$ cat config.mk
export PLATFORM = sky130hd
export DESIGN_NAME = bgbl_prep
export DESIGN_NICKNAME = d
export VERILOG_FILES = /design/src/design/bgbl_pkg.sv /design/src/design/bgbl_prep.sv
export SDC_FILE = /design/constraint.sdc
export NUM_CORES = 2
export LEC_CHECK = 0
export BUFFER_PORTS_ARGS = -buffer_cell sky130_fd_sc_hd__buf_2
export CELL_PAD_IN_SITES_DETAIL_PLACEMENT = 1
export CELL_PAD_IN_SITES_GLOBAL_PLACEMENT = 2
export CORE_ASPECT_RATIO = 2
export CORE_MARGIN = 8
export CORE_UTILIZATION = 40
export DETAILED_ROUTE_END_ITERATION = 8
export PLACE_DENSITY_LB_ADDON = 0.1
export SYNTH_ARGS = -nofsm -noshare
export SYNTH_HDL_FRONTEND = slang
export SYNTH_SLANG_ARGS = --single-unit
$ cat constraint.sdc
create_clock -name clk -period 8.7 [get_ports clk]
set_input_delay 0.87 -clock clk [delete_from_list [all_inputs] [get_ports clk]]
set_output_delay 0.87 -clock clk [all_outputs]
set_load 0.02 [all_outputs]
$ cat src/design/bgbl_pkg.sv
// ----------------------------------------------------------------------------
// bgbl_pkg: shared types and constants of the beam gain lookup
// Operation codes, fixed field widths and the control word that travels
// with every pipeline stage.
// ----------------------------------------------------------------------------
package bgbl_pkg;

  localparam int OP_W        = 2;
  localparam int PHI_IDX_W   = 12;
  localparam int THETA_IDX_W = 7;
  localparam int COMP_W      = 16;
  localparam int THETA_W     = 22;
  localparam int PHI_W       = 23;
  localparam int GAIN_W      = 33;
  localparam int SQ_W        = 32;
  localparam int PHI_ADJ_W   = 33;

  localparam logic [OP_W-1:0] OP_WR_H   = 2'd0;
  localparam logic [OP_W-1:0] OP_WR_V   = 2'd1;
  localparam logic [OP_W-1:0] OP_LOOKUP = 2'd2;
  localparam logic [OP_W-1:0] OP_NOP    = 2'd3;

  // Control word carried alongside the data of each stage.
  typedef struct packed {
    logic valid;
    logic lookup;
    logic write;
    logic grid_v;
    logic in_range;
  } ctl_t;

endpackage

$ cat src/design/bgbl_prep.sv
// ----------------------------------------------------------------------------
// bgbl_prep: front end of the lookup pipeline
// Squares and sums the write components, folds negative phi, checks the
// grid bounds and forms the four banked addresses, over three stages.
// ----------------------------------------------------------------------------
module bgbl_prep import bgbl_pkg::*; #(
  parameter int THETA_CELLS   = 128,
  parameter int PHI_CELLS     = 4096,
  parameter int FRACTION_BITS = 10,
  parameter int RB            = 11,
  parameter int CB            = 6
) (
  input  logic                       clk,
  input  logic                       rst_n,
  input  logic                       adv,
  input  logic                       accept,
  input  logic [OP_W-1:0]            op,
  input  logic [PHI_IDX_W-1:0]       cell_phi_index,
  input  logic [THETA_IDX_W-1:0]     cell_theta_index,
  input  logic signed [COMP_W-1:0]   component_one,
  input  logic signed [COMP_W-1:0]   component_two,
  input  logic signed [COMP_W-1:0]   component_three,
  input  logic signed [COMP_W-1:0]   component_four,
  input  logic signed [THETA_W-1:0]  theta_angle,
  input  logic signed [PHI_W-1:0]    phi_angle,
  output ctl_t                       s3_ctl,
  output logic [1:0]                 s3_wr_bank,
  output logic [RB+CB-1:0]           s3_wr_addr,
  output logic [GAIN_W-1:0]          s3_wr_data,
  output logic [3:0][RB+CB-1:0]      s3_rd_addr,
  output logic                       s3_ip0,
  output logic                       s3_it0,
  output logic [FRACTION_BITS-1:0]   s3_ft,
  output logic [FRACTION_BITS-1:0]   s3_fp
);

  localparam int F   = FRACTION_BITS;
  localparam int AB  = RB + CB;
  localparam int ITW = THETA_W - F;
  localparam int IPW = PHI_ADJ_W - 1 - F;
  localparam longint PHI_WRAP_L = 64'd3600 * (64'd1 << F);
  localparam logic signed [PHI_ADJ_W-1:0] PHI_WRAP = PHI_ADJ_W'(PHI_WRAP_L);

  // Stage 1
  ctl_t                        s1_ctl_r;
  logic [3:0][SQ_W-1:0]        s1_sq_r;
  logic [PHI_IDX_W-1:0]        s1_pi_r;
  logic [THETA_IDX_W-1:0]      s1_ti_r;
  logic signed [THETA_W-1:0]   s1_theta_r;
  logic signed [PHI_ADJ_W-1:0] s1_phi_r;
  logic signed [PHI_ADJ_W-1:0] phi_ext;
  logic signed [PHI_ADJ_W-1:0] s1_phi_nxt;
  logic signed [SQ_W-1:0]      sq1, sq2, sq3, sq4;

  // Stage 2
  ctl_t                        s2_ctl_r;
  ctl_t                        s2_ctl_nxt;
  logic [SQ_W:0]               s2_ps0_r, s2_ps1_r;
  logic [1:0]                  s2_wbank_r;
  logic [AB-1:0]               s2_waddr_r;
  logic [ITW-1:0]              s2_it_r;
  logic [IPW-1:0]              s2_ip_r;
  logic [F-1:0]                s2_ft_r, s2_fp_r;
  logic [ITW-1:0]              it_w;
  logic [IPW-1:0]              ip_w;
  logic [31:0]                 wrow, wcol;

  // Stage 3
  logic [3:0][AB-1:0]          s3_rd_addr_nxt;
  logic [31:0]                 rrow, rcol;

  assign sq1 = component_one * component_one;
  assign sq2 = component_two * component_two;
  assign sq3 = component_three * component_three;
  assign sq4 = component_four * component_four;
  assign phi_ext = PHI_ADJ_W'(phi_angle);
  assign s1_phi_nxt = phi_angle[PHI_W-1] ? phi_ext + PHI_WRAP : phi_ext;

  always_ff @(posedge clk) begin
    if (!rst_n) begin
      s1_ctl_r <= '0;
    end else if (adv) begin
      s1_ctl_r.valid    <= accept && (op != OP_NOP);
      s1_ctl_r.lookup   <= (op == OP_LOOKUP);
      s1_ctl_r.write    <= (op == OP_WR_H) || (op == OP_WR_V);
      s1_ctl_r.grid_v   <= (op == OP_WR_V);
      s1_ctl_r.in_range <= 1'b0;
    end
  end

  always_ff @(posedge clk) begin
    if (adv) begin
      s1_sq_r    <= {sq4, sq3, sq2, sq1};
      s1_pi_r    <= cell_phi_index;
      s1_ti_r    <= cell_theta_index;
      s1_theta_r <= theta_angle;
      s1_phi_r   <= s1_phi_nxt;
    end
  end

  // Grid indexes and bounds.
  assign it_w = s1_theta_r[THETA_W-1:F];
  assign ip_w = s1_phi_r[PHI_ADJ_W-2:F];
  assign wrow = 32'(s1_pi_r) >> 1;
  assign wcol = 32'(s1_ti_r) >> 1;

  always_comb begin
    s2_ctl_nxt       = s1_ctl_r;
    s2_ctl_nxt.write = s1_ctl_r.write && (32'(s1_pi_r) < 32'(PHI_CELLS)) &&
                       (32'(s1_ti_r) < 32'(THETA_CELLS));
    s2_ctl_nxt.in_range = !s1_theta_r[THETA_W-1] && !s1_phi_r[PHI_ADJ_W-1] &&
                          (32'(it_w) + 32'd1 < 32'(THETA_CELLS)) &&
                          (32'(ip_w) + 32'd1 < 32'(PHI_CELLS));
  end

  always_ff @(posedge clk) begin
    if (!rst_n) begin
      s2_ctl_r <= '0;
    end else if (adv) begin
      s2_ctl_r <= s2_ctl_nxt;
    end
  end

  always_ff @(posedge clk) begin
    if (adv) begin
      s2_ps0_r   <= {1'b0, s1_sq_r[0]} + {1'b0, s1_sq_r[1]};
      s2_ps1_r   <= {1'b0, s1_sq_r[2]} + {1'b0, s1_sq_r[3]};
      s2_wbank_r <= {s1_pi_r[0], s1_ti_r[0]};
      s2_waddr_r <= {wrow[RB-1:0], wcol[CB-1:0]};
      s2_it_r    <= it_w;
      s2_ip_r    <= ip_w;
      s2_ft_r    <= s1_theta_r[F-1:0];
      s2_fp_r    <= s1_phi_r[F-1:0];
    end
  end

  // Bank k = {phi parity, theta parity} holds the neighbor whose indexes
  // have those parities.
  always_comb begin
    s3_rd_addr_nxt = '0;
    rrow = '0;
    rcol = '0;
    for (int k = 0; k < 4; k++) begin
      rrow = (32'(s2_ip_r) + 32'(s2_ip_r[0] ^ k[1])) >> 1;
      rcol = (32'(s2_it_r) + 32'(s2_it_r[0] ^ k[0])) >> 1;
      s3_rd_addr_nxt[k] = {rrow[RB-1:0], rcol[CB-1:0]};
    end
  end

  always_ff @(posedge clk) begin
    if (!rst_n) begin
      s3_ctl <= '0;
    end else if (adv) begin
      s3_ctl <= s2_ctl_r;
    end
  end

  always_ff @(posedge clk) begin
    if (adv) begin
      s3_wr_bank <= s2_wbank_r;
      s3_wr_addr <= s2_waddr_r;
      s3_wr_data <= GAIN_W'({1'b0, s2_ps0_r} + {1'b0, s2_ps1_r});
      s3_rd_addr <= s3_rd_addr_nxt;
      s3_ip0     <= s2_ip_r[0];
      s3_it0     <= s2_it_r[0];
      s3_ft      <= s2_ft_r;
      s3_fp      <= s2_fp_r;
    end
  end

endmodule

==> results_dict.tcl <==
set metrics [dict create \
    crit_chain "buf_2 > inv_1 > nor2_1 > fa_1 > fa_1 > inv_1 > fa_1 > fa_1 > fa_1 > fa_1 > inv_1 > ha_1 > a21o_1 > a21o_1 > a21o_1 > a21o_1 > a21o_1 > nor3_1 > o21ai_1 > a2111o_1 > o211ai_1" \
    post-dp-hpwl_um 125100 \
    netlist_area_um2 53400 \
    synthToLayoutAreaGrowth_pct 8.382 \
    post_cts_buffers 0 \
    yosysTopAreaCell "fa_1" \
    cp_top_family "adder cells" \
    relSlewSlack_pct 22.29 \
    cts-root-buf "clkbuf_16" \
    synthCells 5012 \
    clk_latency_ns 0.59 \
    port_buffers 280 \
    synth_warnings 0 \
    grt_pass1_wl_um 226600 \
    setup_viol 0 \
    syn_avg_cell_area_um2 10.65 \
    cp_common_cell "fa_1" \
    critPathRequiredTime_ns 9.12 \
    report.final.slew_viol_count 0 \
    worst_pin_slew_ns 1.166 \
    cp-end-kind "register" \
    ioPinCount 281 \
    first_global_vias 41040 \
    slowest_stage "fa_1" \
    drtPass1Iterations 4 \
    totalWireLength_um 144700 \
    dr_wl_met3_um 4289 \
    reg2reg_to "s3_wr_data[32]" \
    rsz0062_at_grt "false" \
    hold_class "register to register" \
    ys_seq_area_share_pct 24.20 \
    ctsHtreeMaxLevel 2 \
    final_area_um2 57870 \
    ctsResizeCount 0 \
    detail-route-antenna-nets 0 \
    worstRegToRegCells 12 \
    gp_congestion 0.8461 \
    critPathBufInv 4 \
    cts_tree "yes" \
    drt_iter0_drc 1058 \
    num_rows 189 \
    whs_ns 0.4068 \
    fin_nets 6749 \
    synth.most_common_cell "inv_1" \
    gr-usage-all-layers_pct 20.23 \
    coreArea_um2 132700 \
    status "completed" \
    met1_length_um 47240 \
    rrSetupSlack_ns 5.40 \
    met2WireLength_um 87370 \
    period_share_pct 81.57 \
    synth_flop_cell "edfxtp_1" \
    fmax_ghz 0.1409 \
    cts_made_buffers 43 \
    die_h_um 532.7 \
    crit_type "input port to register" \
    grt_max_degree 161 \
    arrival_ns 7.52 \
    synthDistinctLibCells 76 \
    synth-edff-count 421 \
    wl_per_cell_um 20.75 \
    die_area_um2 146100 \
    vias 34550 \
    fin_crit_ns 7.097 \
    cts_hold_buf 0 \
    initial_core_util_pct 40.25 \
    drc 0 \
    antenna_found_initial 4 \
    overflow 0 \
    hold_depth 0 \
    post-synth-top-area-fraction_pct 35.13 \
    path_clk_slew_ns 0.07 \
    worstPathMaxFanout 19 \
    avgViaCountPerCell 4.954 \
    async_flop_share_pct 0 \
    whs_endpoint "s2_wbank_r[1]" \
    hp-start "s1_pi_r[0]" \
    worstReg2RegStart "s2_ps0_r[0]" \
    placed_area_um2 56470 \
    clk_path_buf_depth 3 \
    synth_top_cells_by_count "1320 x inv_1, 937 x fa_1, 455 x ha_1, 421 x edfxtp_1, 357 x nand2_1" \
    critPathLaunchType "input port" \
    tns_ns 0 \
    die_w_um 274.4 \
    final-hold-violation-count 0 \
    synthTopCellsByArea "fa_1 35%, edfxtp_1 24%, ha_1 11%" \
    synth_seq_cells 435 \
    routed.top_layer "met5" \
    cts_sinks 435 \
    slowest_delay_ns 0.71 \
    skew_ns 0.02375 \
    syn_nets 6538 \
    maxCapViolations 0 \
    drive_above_1_share_pct 7.861 \
]
worst max-delay path by stage:
stage / start / end / slack (ns) / depth (start not counted)
finish: component_two[15] / s1_sq_r[63] / 1.60 / 21
global route: component_three[2] / s1_sq_r[91] / 1.35 / 20
CTS: component_two[15] / s1_sq_r[63] / 1.63 / 21
detailed placement: component_two[15] / s1_sq_r[63] / 1.01 / 21
global placement: component_four[4] / s1_sq_r[127] / 1.13 / 20
floorplan: component_four[15] / s1_sq_r[127] / 1.41 / 22
logic make-up after synthesis:
kind of cell	after synthesis	share of synthesized area [%]
AOI/OAI and AO/OA	507	6.507
xor gates and xnor gates	284	4.658
adders and majority gates	1392	45.79
buffers and inverters	1450	10.43
DFF	435	24.20
muxes	15	0.2835
and+or+nand+nor	929	8.126
routing by layer:
metal  GRT usage [%]  vias to the layer above
met2           43.04                      493
met4           7.042                        6
met1           19.18                    18000
li1                -                    15830
met5               0                        -
met3           1.996                      219
cell usage in the layout (no fill, tap or decap), drive strengths merged, types with 9 or more instances in the layout:
| cell type | count |
|---|---|
| mux2i | 14 |
| a21o | 95 |
| nor2b | 40 |
| clkinv | 14 |
| xor2 | 71 |
| o31ai | 10 |
| a31oi | 22 |
| a21oi | 145 |
| nand2b | 28 |
| o211ai | 12 |
| ha | 455 |
| o21a | 26 |
| and2 | 149 |
| a31o | 22 |
| a211oi | 13 |
| xnor2 | 213 |
| nor2 | 212 |
| clkbuf | 50 |
| edfxtp | 421 |
| dfxtp | 14 |
| inv | 1324 |
| nor3 | 35 |
| nand2 | 357 |
| fa | 937 |
| o21bai | 30 |
| and3 | 24 |
| nand4 | 15 |
| nand3 | 33 |
| o21ai | 73 |
| or2 | 9 |
| buf | 295 |
stage by stage:
step	utilization, %	std cells	setup slack (ns)
2_1_floorplan	-	5012	1.413
3_3_place_gp	42.57	6897	1.126
3_5_place_dp	42.57	6897	1.009
4_1_cts	43.62	6973	1.630
5_1_grt	43.62	6973	1.351
6_report	43.62	6974	1.603
flip-flops by register name, indices dropped and copies added (netlist names), 22 cells and up:
register	count
s2_ps1_r	33
s3_rd_addr	34
s2_ps0_r	33
s1_theta_r	22
s1_sq_r	124
s1_phi_r	24
s3_wr_data	33
area by class of cell:
type | count | area, µm²
Timing Repair Buffer | 295 | 1536
Fill cell | 14760 | 74790
Tap cell | 1719 | 2151
Antenna cell | 1 | 2.502
Inverter | 1321 | 4959
Clock inverter | 26 | 295.3
Multi-Input combinational cell | 3127 | 34900
Clock buffer | 50 | 1102
Sequential cell | 435 | 12920
Power is left out: the tool's default activity adds up to more than one toggle a clock period on the data nets, which glitch-free logic cannot reach.
